===== config.mk =====
export PLATFORM = sky130hd
export DESIGN_NAME = qsbe_ctrl
export DESIGN_NICKNAME = d
export VERILOG_FILES = /design/src/sv/qsbe_pkg.sv /design/src/sv/qsbe_ctrl.sv
export SDC_FILE = /design/constraint.sdc
export NUM_CORES = 1
export LEC_CHECK = 0
export BUFFER_PORTS_ARGS = -buffer_cell sky130_fd_sc_hd__buf_2
export CORE_AREA = 2 2 39 41
export DETAILED_ROUTE_END_ITERATION = 10
export DIE_AREA = 0 0 41 43
export PLACE_DENSITY_LB_ADDON = 0.12
export SLEW_MARGIN = 20
export SYNTH_ARGS = -nofsm -noshare
export SYNTH_HDL_FRONTEND = slang
export SYNTH_SLANG_ARGS = --single-unit

===== constraint.sdc =====
create_clock -name clk -period 1.67 [get_ports clk]
set_input_delay 0.2505 -clock clk [delete_from_list [all_inputs] [get_ports clk]]
set_output_delay 0.2505 -clock clk [all_outputs]
set_load 0.03 [all_outputs]

===== src/sv/qsbe_pkg.sv =====
// Package for the quicksort buffer engine.
// Holds opcodes, word types, and the controller/datapath command and status types.
// No dependencies.
package qsbe_pkg;

	localparam int DEPTH_DEF      = 1024;
	localparam int DATA_WIDTH_DEF = 32;

	localparam logic [1:0] OP_LOAD  = 2'd0;
	localparam logic [1:0] OP_SORT  = 2'd1;
	localparam logic [1:0] OP_READ  = 2'd2;
	localparam logic [1:0] OP_CLEAR = 2'd3;

	// memory read address sources
	localparam logic [2:0] RA_IDX = 3'd0;
	localparam logic [2:0] RA_TOP = 3'd1;
	localparam logic [2:0] RA_LO1 = 3'd2;
	localparam logic [2:0] RA_I1  = 3'd3;
	localparam logic [2:0] RA_PL1 = 3'd4;
	localparam logic [2:0] RA_PL  = 3'd5;

	// memory write address/data pairs
	localparam logic [2:0] WR_LOAD = 3'd0;
	localparam logic [2:0] WR_SWA  = 3'd1;
	localparam logic [2:0] WR_SWB  = 3'd2;
	localparam logic [2:0] WR_FIN2 = 3'd3;
	localparam logic [2:0] WR_FIN3 = 3'd4;

	typedef struct packed {
		logic [1:0]         opcode;
		logic signed [31:0] data_value;
		logic [9:0]         read_index;
	} req_t;

	typedef struct packed {
		logic signed [31:0] out_value;
		logic [10:0]        out_count;
		logic               index_error;
		logic               overflow_seen;
	} rsp_t;

	typedef struct packed {
		logic       rd_en;
		logic [2:0] rd_sel;
		logic       wr_en;
		logic [2:0] wr_sel;
		logic       load;
		logic       clear;
		logic       read;
		logic       pop;
		logic       start_part;
		logic       take_lt;
		logic       step_i;
		logic       save_vp;
		logic       push_init;
		logic       push_a;
		logic       push_b;
		logic       done;
	} dp_cmd_t;

	typedef struct packed {
		logic lt;
		logic scan_end;
		logic stk_empty;
		logic few;
	} dp_sts_t;

endpackage


===== src/sv/qsbe_ctrl.sv =====
// Controller: takes command words and sequences the partition/stack walk of a sort.
// Depends on qsbe_pkg.
module qsbe_ctrl (
	input  logic              clk,
	input  logic              arst_n,
	input  logic              start,
	input  logic [1:0]        opcode,
	input  qsbe_pkg::dp_sts_t sts,
	output qsbe_pkg::dp_cmd_t cmd,
	output logic              busy
);

	localparam logic [3:0] S_IDLE  = 4'd0;
	localparam logic [3:0] S_START = 4'd1;
	localparam logic [3:0] S_POP   = 4'd2;
	localparam logic [3:0] S_PIV   = 4'd3;
	localparam logic [3:0] S_CMP   = 4'd4;
	localparam logic [3:0] S_SWA   = 4'd5;
	localparam logic [3:0] S_SWB   = 4'd6;
	localparam logic [3:0] S_FIN1  = 4'd7;
	localparam logic [3:0] S_FIN2  = 4'd8;
	localparam logic [3:0] S_FIN3  = 4'd9;
	localparam logic [3:0] S_PUSHA = 4'd10;
	localparam logic [3:0] S_PUSHB = 4'd11;
	localparam logic [3:0] S_DONE  = 4'd12;

	logic [3:0] state_q, state_d;

	always_ff @(posedge clk or negedge arst_n) begin
		if (!arst_n) begin
			state_q <= S_IDLE;
		end else begin
			state_q <= state_d;
		end
	end

	assign busy = (state_q != S_IDLE);

	always_comb begin
		state_d = state_q;
		cmd     = '0;
		unique case (state_q)
			S_IDLE: begin
				if (start) begin
					unique case (opcode)
						qsbe_pkg::OP_LOAD: begin
							cmd.load   = 1'b1;
							cmd.wr_en  = 1'b1;
							cmd.wr_sel = qsbe_pkg::WR_LOAD;
						end
						qsbe_pkg::OP_SORT: state_d = S_START;
						qsbe_pkg::OP_READ: begin
							cmd.read   = 1'b1;
							cmd.rd_en  = 1'b1;
							cmd.rd_sel = qsbe_pkg::RA_IDX;
						end
						qsbe_pkg::OP_CLEAR: cmd.clear = 1'b1;
						default: state_d = S_IDLE;
					endcase
				end
			end
			S_START: begin
				if (sts.few) begin
					state_d = S_DONE;
				end else begin
					cmd.push_init = 1'b1;
					state_d = S_POP;
				end
			end
			S_POP: begin
				if (sts.stk_empty) begin
					state_d = S_DONE;
				end else begin
					cmd.pop    = 1'b1;
					cmd.rd_en  = 1'b1;
					cmd.rd_sel = qsbe_pkg::RA_TOP;
					state_d = S_PIV;
				end
			end
			S_PIV: begin
				cmd.start_part = 1'b1;
				cmd.rd_en      = 1'b1;
				cmd.rd_sel     = qsbe_pkg::RA_LO1;
				state_d = S_CMP;
			end
			S_CMP: begin
				if (sts.lt) begin
					cmd.take_lt = 1'b1;
					cmd.rd_en   = 1'b1;
					cmd.rd_sel  = qsbe_pkg::RA_PL1;
					state_d = S_SWA;
				end else if (sts.scan_end) begin
					state_d = S_FIN1;
				end else begin
					cmd.step_i = 1'b1;
					cmd.rd_en  = 1'b1;
					cmd.rd_sel = qsbe_pkg::RA_I1;
					state_d = S_CMP;
				end
			end
			S_SWA: begin
				cmd.wr_en   = 1'b1;
				cmd.wr_sel  = qsbe_pkg::WR_SWA;
				cmd.save_vp = 1'b1;
				state_d = S_SWB;
			end
			S_SWB: begin
				cmd.wr_en  = 1'b1;
				cmd.wr_sel = qsbe_pkg::WR_SWB;
				if (sts.scan_end) begin
					state_d = S_FIN1;
				end else begin
					cmd.step_i = 1'b1;
					cmd.rd_en  = 1'b1;
					cmd.rd_sel = qsbe_pkg::RA_I1;
					state_d = S_CMP;
				end
			end
			S_FIN1: begin
				cmd.rd_en  = 1'b1;
				cmd.rd_sel = qsbe_pkg::RA_PL;
				state_d = S_FIN2;
			end
			S_FIN2: begin
				cmd.wr_en  = 1'b1;
				cmd.wr_sel = qsbe_pkg::WR_FIN2;
				state_d = S_FIN3;
			end
			S_FIN3: begin
				cmd.wr_en  = 1'b1;
				cmd.wr_sel = qsbe_pkg::WR_FIN3;
				state_d = S_PUSHA;
			end
			S_PUSHA: begin
				cmd.push_a = 1'b1;
				state_d = S_PUSHB;
			end
			S_PUSHB: begin
				cmd.push_b = 1'b1;
				state_d = S_POP;
			end
			S_DONE: begin
				cmd.done = 1'b1;
				state_d = S_IDLE;
			end
			default: state_d = S_IDLE;
		endcase
	end

endmodule


* Word-level counts from Yosys, hierarchy flattened
Cells that the tools add are included.
Storage, ports and cells: register bits after elaboration 4, bits in latches 0, bits in writable memories 0, memory bits (read-only) 0, input port bits 9, output and inout port bits 21, logic and storage cells 54, memories kept 0
Cells by class: $add $sub $neg 0, multipliers 0, divide/modulo/power cells 0, magnitude comparators 0, equality and inequality tests 17, shifts and indexed selects 0, muxes and demuxes 32, bitwise logic cells 0, reductions and logical operators 4
Operators with widths (number):
- $pmux W4 S12 | 1
- $mux W4 | 9
- $pmux W4 S6 | 1
- $eq A4 B4 Y1 const B | 5
- $pmux W4 S5 | 1
- $eq A4 B3 Y1 const B | 4
- $mux W1 | 15
- $mux W11 | 1
- $eq A4 B2 Y1 const B | 2
- $mux W5 | 1
- $eq A2 B2 Y1 const B | 2
- $eq A4 B1 Y1 const B | 1
- $logic_not A4 Y1 | 1
- $reduce_bool A4 Y1 | 1
- $mux W3 | 1
- $eq A2 B1 Y1 const B | 1
- $logic_not A2 Y1 | 1
- $mux W2 | 1
- $ne A2 B1 Y1 const B | 1
- $ne A2 B2 Y1 const B | 1
- $pmux W1 S2 | 1
- $reduce_and A2 Y1 | 1

* Longest topological paths before layout
Gate-level depths: netlist of run 1.
depth in word-level cells 4, depth in mapped cells 6, gate-level depth less buffers 4

* Worst setup path after synthesis of run 1
Ideal clock, no wire load.
path type register to output, start register state_q[3], end output port cmd[11] (netlist bit), arrival 1572 ps, data required time 1419 ps, slack -153 ps, stages on the path, launching flop included 5, path buffers 1, cell sequence dfrtp_1 > buf_4 > nor2_2 > nand2_2 > nor3_1
RTL lines:
- start: declaration | RTL line qsbe_ctrl.sv:27 | logic [3:0] state_q, state_d;
- start signal: assignment | RTL line qsbe_ctrl.sv:33 | state_q <= state_d;
- end: declaration | RTL line qsbe_ctrl.sv:9 | output qsbe_pkg::dp_cmd_t cmd,

==> run summary, run 1 <==
The run finished, with violations left. The final reports fail on setup timing. In this run the worst setup path begins at state_q[2]. Timing would allow up to 575 MHz. The clock insertion delay at the later pin of the skew report is ~250 ps.

The leakage power of the design is 0.450 nW. The synthesized area divided by synthesized cell count came out at between 6 and 7 sq um. Setup repair after global routing could not meet its margin everywhere.

The clock passes through at most 2 buffers. The period utilization is 104%. The logic depth of the worst register-to-register path came out at 4. Counting every sink on the clock net gives 4. The share of synthesized area in the top cell type comes to between 10% and 20%. The H-tree depth reported by CTS is 1. The non-filler instance count after layout is between 100 and 150. STA classifies the critical path endpoint as an output port. For this configuration, the core starts out at a cell density of 40.7%.

From synthesis to final layout, the design area changed by 62.0%. The clock period minus worst slack came out at approximately 1700 ps. The switching power summed over all nets is 1.05 mW. The tree is rooted in a sky130_fd_sc_hd__clkbuf_4. For the pin with the worst max-slew slack, the measured transition is approximately 230 ps. The x dimension of the die came out at a little over 40 microns. In this run the remaining antenna-violating nets after routing total 0. The max-slew violation count came out at 0. The worst setup path is launched from a register. The internal power component is 886 uW.

In this run, placement finished with an instance count of approximately 130. The required time at the worst-slack endpoint came out at ~1400 ps. The initial antenna violation count is 0.

state_q holds more flip-flops than any other register. The flop and latch count out of synthesis came out at 4. The wire-length estimate of the detail-placed layout is about 1.3 mm. Detailed routing inserted a total of between 700 and 800 vias. The classification of the worst setup path is register to output port. Across every metal layer, demand over resource in global routing totals 24.2%. The number of violations of the max-capacitance limit is 0.

TritonCTS built the clock tree. The portion of the post-synthesis area used by sequential elements came out at between 10% and 20%. On the critical path the largest part of the delay comes from flip-flops.

The number of hold-slack violations in the final timing report is 0. The final wirelength came out at about 2.0 mm. The predominant post-synthesis flop cell is sky130_fd_sc_hd__dfrtp_1.

Counting distinct cell types in the post-synthesis netlist gives 29. For this run, asynchronously set or reset flops after synthesis account for 100%. The slack of the critical path is -70.2 ps. The critical path goes through inv_4 -> mux2_4 -> nand3_2 -> o221ai_2 -> buf_6. The fraction of final layout cells with drive strength greater than 1 came out at 53.1%. The Yosys step of the flow raised 0 warnings.

The final-layout setup total negative slack came out at -101 ps. The cell area power density came out at around 2100 mW/mm^2. The number of clock buffers inserted by TritonCTS came out at 3. The number of buffers and inverters on the critical path is 2.

The path class of the tightest hold or removal check is primary input to async pin. Counting every instance in the synthesized netlist gives 87. The startpoint identified for the worst register-to-register timing path is state_q[1]. The clock-pin slew reported for the worst setup and hold paths after clock tree synthesis came out at about 40 ps. The net count of the finished layout is 139. The die height is approximately 43 microns. The synthesized design spends more area on one cell type than any other, namely sky130_fd_sc_hd__dfrtp_1. Of the total power, registers draw between 10% and 20%. The total setup violations reported at the end of the flow is 2. The largest registers in the layout are state_q x4. Among all stages on the critical path, the largest delay is contributed by sky130_fd_sc_hd__dfrtp_2.

Net switching is ~54% of the power. The library cell used most frequently in the layout, excluding fill and tap cells, is sky130_fd_sc_hd__buf_4. Across the VDD grid, the largest voltage drop is ~1.3 mV.

In this run the number of cells on the critical path is 5. The post-synthesis net count came out at 96. In this run the worst path has a maximum fanout of 8.

The via count of the first global-routing pass is around 680. The largest net degree at the start of global routing came out at 16. The count of boundary I/O pins is 30. The global-route wire length before repair is 2.91 mm. The worst stage delay on the critical path is about 470 ps. The total congestion overflow came out at 0. The via density per instance is around 5.5.

The congestion estimate from routability-driven global placement came to a little over 0.8. The die area came out at between 0.0015 and 0.002 sq mm. The number of inserted filler cells in the final layout is ~130. The tightest slew margin relative to the limit came out at around 84%. The maximum clock skew at final layout came out at around 7 ps.

The core region is about 0.0014 sq mm. The cell area after technology mapping came out at 563 sq um. 0 antenna diodes ended up in the layout. The clock share of power came out at under 10%.

In the layout the commonest cells are sky130_fd_sc_hd__buf_4, sky130_fd_sc_hd__nor2_1, sky130_fd_sc_hd__buf_2. The number of design-rule violations left by the first detailed-router iteration is 21. The relative contribution of combinational cells to total power came out at 79.3%. Input and output buffers added on the ports amount to 29. The worst endpoint data arrival time is ~1500 ps. After detailed routing, the number of remaining DRC violations is 0. The number of enable flip-flop cells after synthesis is 0. The number of flip-flops in the largest register came out at 4.

The detailed-routing iteration count for the pre-antenna-repair pass is 4. Ranked by total cell area, the synthesized netlist is headed by sky130_fd_sc_hd__dfrtp_1, sky130_fd_sc_hd__nor2_1, sky130_fd_sc_hd__a21oi_1, sky130_fd_sc_hd__nand2b_1, sky130_fd_sc_hd__nand2_1. The number of rows created at floorplan came out at 14. The routed wire length per instance came out at between 10 and 15 microns.
-- stage by stage --
stage	hold slack, ps	utilization [%]	instance area, sq um	power (mW)	worst slack (ps)
final	347	65.9	912	1.94	-70.2
after global routing	369	65.9	912	2.07	-109
after CTS	345	63.1	873	1.85	-30.3
after detailed placement	62.2	53.6	742	1.52	137
after global placement	62.2	53.6	742	1.51	156
after floorplan	-45.1	-	568	1.20	10.4
-- path summary, 6_finish.rpt --
check                      slack [ps]    endpoint
min in group clk                  390  state_q[0]
max in group asynchronous        1180  state_q[2]
hold reg to reg                   550  state_q[0]
hold / removal                    350  state_q[3]
setup / recovery                  -70     cmd[19]
setup reg to reg                  230  state_q[1]
-- cell families (layout without fill, tap and decap cells) --
family | Yosys count | after routing | synth area share, %
AO/OA/AOI/OAI | 23 | 23 | 26.0
buffers and inverters | 9 | 50 | 9.78
flip-flops | 4 | 4 | 17.8
multiplexers | 2 | 2 | 4.44
AND/OR/NAND/NOR | 49 | 49 | 42.0
-- power groups by stage --
stage / Combinational, mW / Sequential [mW] / Clock [mW]
2_1_floorplan: 1.02 / 0.174 / 0
3_3_place_gp: 1.25 / 0.259 / 0
3_5_place_dp: 1.25 / 0.261 / 0
4_1_cts: 1.44 / 0.273 / 0.128
5_1_grt: 1.65 / 0.280 / 0.140
6_report: 1.54 / 0.276 / 0.126
-- cells in the mapped netlist, types with 2 or more instances --
master,number
sky130_fd_sc_hd__nand2_1,7
sky130_fd_sc_hd__nor3_1,5
sky130_fd_sc_hd__o21ai_1,3
sky130_fd_sc_hd__o21ai_0,3
sky130_fd_sc_hd__nand2b_1,6
sky130_fd_sc_hd__nor2_1,20
sky130_fd_sc_hd__dfrtp_1,4
sky130_fd_sc_hd__nor2_2,3
sky130_fd_sc_hd__buf_4,3
sky130_fd_sc_hd__inv_2,2
sky130_fd_sc_hd__nand3_1,2
sky130_fd_sc_hd__buf_2,2
sky130_fd_sc_hd__a21oi_1,9
sky130_fd_sc_hd__a22o_1,2
sky130_fd_sc_hd__o22ai_1,2
-- routing by layer --
layer	wire length, microns	part of all wire, %	global-route usage (%)
met1	815	42	29.7
met2	947	48	39.1
met3	156	8.0	7.85
met4	38	1.9	6.00
met5	0	0	0
-- what timing repair did --
action | CTS | global route
buffers inserted | 5 | 2
endpoints found under the setup margin | 19 | 16
pin swaps | 1 | 0
endpoints found under the hold margin | 4 | 0
hold buffers | 1 | 0
resized for setup | 19 | 12
-- cell type report --
class | count | area, sq um | area share (%)
multi-input combinational | 74 | 455 | 49.9
timing repair buffer | 44 | 295 | 32.4
sequential | 4 | 105 | 11.5
clock buffer | 3 | 22.5 | 2.47
tap | 16 | 20.0 | 2.19
inverter | 3 | 13.8 | 1.51
(Power assumes the default switching activity.)
==> run 2: changes to the inputs <==
SETUP_SLACK_MARGIN = 0.05   (was default)
==> run 2 against run 1 <==
Effect of this change:
- the run still ends with setup timing left
- clock power decreased by 6%
- via count is 3.9% higher
- global-route usage is 1.9 points higher
- worst setup slack improved by 38 ps
- sequential share of layout area down 1.6 points
- power up 14%
==> run summary, run 2 (same netlist as run 1, synthesis figures left out) <==
The slew at the pin with the worst max-slew slack came to 247 ps (was 235 ps). The slack of the critical path is -32.2 ps (was -70.2 ps). The launch point of the worst reg-to-reg path is state_q[2] (was state_q[1]). The kind of start point of the critical path was a register (unchanged). The layer carrying the most global-route usage is met2 (unchanged).

The global-route wire length before repair came out at 3.18 mm (was 2.91 mm). The master cell of the clock root buffer is sky130_fd_sc_hd__clkbuf_4 (unchanged). The power consumption came out at 2.22 mW (was 1.94 mW). Setup repair after global routing missed its margin: true (unchanged). The total non-filler cell area in the finished layout is 0.00106 sq mm (was 912 sq um). The type of element capturing the critical path is an output port (unchanged). The number of violations of the max-capacitance limit is 0 (unchanged).

The antenna diode count is 0 (unchanged). The count of boundary I/O pins is 30 (unchanged). The cell area power density is 2090 mW/mm^2 (was 2130 mW/mm^2). The core utilization of the finished layout is 76.7% (was 65.9%). The worst min-delay path category was primary input to async pin (unchanged). The met3 global-route usage is 8.90% (was 7.85%). The endpoint of the most critical register-to-register path is state_q[1] (unchanged).

Violated checks: setup timing (unchanged). The count of buffers inserted at the top-level ports came out at 29 (unchanged). The total global-route track usage was 26.1% (was 24.2%). The max-slew violation count came to 0 (unchanged). The x dimension of the die came out at 41 microns (unchanged). The placed wire-length estimate came out at 1.32 mm (was 1.31 mm). The largest vdd supply drop came out at 1.17 mV (was 1.34 mV).

The clock net sink count is 4 (unchanged). The remaining antenna violation count is 0 (unchanged). The H-tree depth reported by CTS is 1 (unchanged). The maximum net fanout on the critical path was 7 (was 8).

The maximum clock skew at final layout is 6.37 ps (was 6.98 ps). Leading cell types in the layout, fill and taps excluded: sky130_fd_sc_hd__buf_4, sky130_fd_sc_hd__nor2_1, sky130_fd_sc_hd__buf_2 (unchanged). The relative area change from synthesis to final layout is 88.4% (was 62.0%). The number of buffers and inverters on the critical path is 2 (unchanged). The tightest slew margin relative to the limit is 83.4% (was 84.2%).

The final estimated routing congestion in global placement came out at 0.816 (was 0.830). The via total after detailed routing came out at 821 (was 790). The maximum number of buffers from clock root to sink is 2 (unchanged). The number of design-rule violations left by the first detailed-router iteration is 20 (was 21).

The initial antenna violation count came out at 0 (unchanged). The via count of the first global-routing pass came out at 777 (was 676). Registers with the highest flip-flop counts: state_q x4 (unchanged). The die area came out at 0.00176 sq mm (unchanged). The worst endpoint data arrival time came to 1450 ps (was 1490 ps). The clock insertion delay at the later pin of the skew report is 240 ps (was 250 ps). The total setup violations reported at the end of the flow came out at 2 (unchanged). The register bank with the most flops is state_q (unchanged). The total DRC errors in the routed layout is 0 (unchanged).

The die height came to 43 microns (unchanged). The period utilization is 102% (was 104%). The clock-pin slew reported for the worst setup and hold paths after clock tree synthesis is 40 ps (about the same).

The post-placement worst setup slack is 58.2 ps (was 137 ps). The number of clock buffers inserted by TritonCTS was 3 (unchanged). The total congestion overflow came out at 0 (unchanged). The number of hold-slack violations in the final timing report came out at 0 (unchanged). The instance area after placement came out at 751 sq um (was 742 sq um). The met2 routing resource usage after global routing is 40.0% (was 39.1%). The starting density of the core came out at 40.7% (unchanged). The post-route worst hold slack is 360 ps (was 347 ps). The family of cells with the greatest summed delay on the critical path is flip-flops (unchanged). The logic depth of the worst register-to-register path is 5 (was 4). The upper clock frequency limit is 587 MHz (was 575 MHz).

The required time at the worst-slack endpoint came out at 1420 ps (about the same). The clock tree from TritonCTS was built (unchanged). The total core area is 0.00138 sq mm (unchanged). The number of flip-flops in the largest register is 4 (unchanged). The net count of the finished layout is 143 (was 139). The met1 usage is 32.2% (was 29.7%). The classification of the worst setup path is register to output port (unchanged).

The clock period minus worst slack is 1700 ps (was 1740 ps). The via density per instance came out at 5.55 (was 5.49). The detailed-routing iteration count for the pre-antenna-repair pass came out at 4 (unchanged). The cell type of the slowest stage on the worst timing path was sky130_fd_sc_hd__dfrtp_2 (unchanged). The commonest non-fill, non-tap cell in the layout was sky130_fd_sc_hd__buf_4 (unchanged). The number of inserted filler cells in the final layout was 100 (was 132).

Run status: complete, but fails checks (unchanged). The routed wire length per instance is 14.5 microns (was 13.6 microns). CP cell instances: inv_4 -> mux2_4 -> nand3_2 -> o221ai_2 -> buf_6 (unchanged). The worst stage delay on the critical path is 480 ps (was 470 ps). The leakage power of the design is 0.500 nW (was 0.450 nW). The final wirelength came to 2.14 mm (was 1.96 mm). The fraction of final layout cells with drive strength greater than 1 was 62.9% (was 53.1%). The setup slack of the worst register-to-register path is 120 ps (was 230 ps). The largest net degree at the start of global routing came out at 11 (was 16).

The number of rows created at floorplan is 14 (unchanged).
## run 2: how the worst max path moves through the flow
stage,startpoint,to,slack [ps],cells past startpoint
2_1_floorplan,state_q[1],cmd[13],100,5
3_3_place_gp,state_q[2],cmd[19],120,5
3_5_place_dp,state_q[2],cmd[15],60,5
4_1_cts,state_q[1],cmd[15],-10,4
5_1_grt,state_q[1],cmd[15],-100,4
6_report,state_q[2],cmd[19],-30,5
## run 2: stage by stage
| step | std cells | TNS (ps) |
|---|---|---|
| after floorplan | 87 | 0 |
| after global placement | 132 | 0 |
| after detailed placement | 132 | 0 |
| after CTS | 146 | -21.6 |
| after global routing | 148 | -468 |
| final | 148 | -60.8 |
## run 2: repair_timing
item / 4_1_cts / 5_1_grt
setup buffers: 10 / 2
setup endpoints to repair: 19 / 18
resized for setup: 24 / 33
hold buffers: 1 / 0
endpoints found under the hold margin: 4 / 0
pin swaps: 2 / 2
## run 2: where the power goes
part / switching, mW / internal [mW] / total (mW) / leakage (nW)
registers: 0.140 / 0.154 / 0.294 / 0.0445
logic: 0.978 / 0.825 / 1.80 / 0.441
clock network: 0.0391 / 0.0803 / 0.119 / 0.0138
## run 2: per-layer routing
metal	vias to the layer above	part of all wire (%)
met2	43	51
met4	0	1.3
met1	375	41
met5	-	0
li1	399	-
met3	4	6.5
## run 2: final cells by class
class / count / area [sq um] / area share (%)
inverter: 3 / 13.8 / 1.30
sequential: 4 / 105 / 9.91
multi-input combinational: 74 / 517 / 48.7
tap: 16 / 20.0 / 1.89
clock buffer: 3 / 22.5 / 2.12
timing repair buffer: 48 / 383 / 36.1
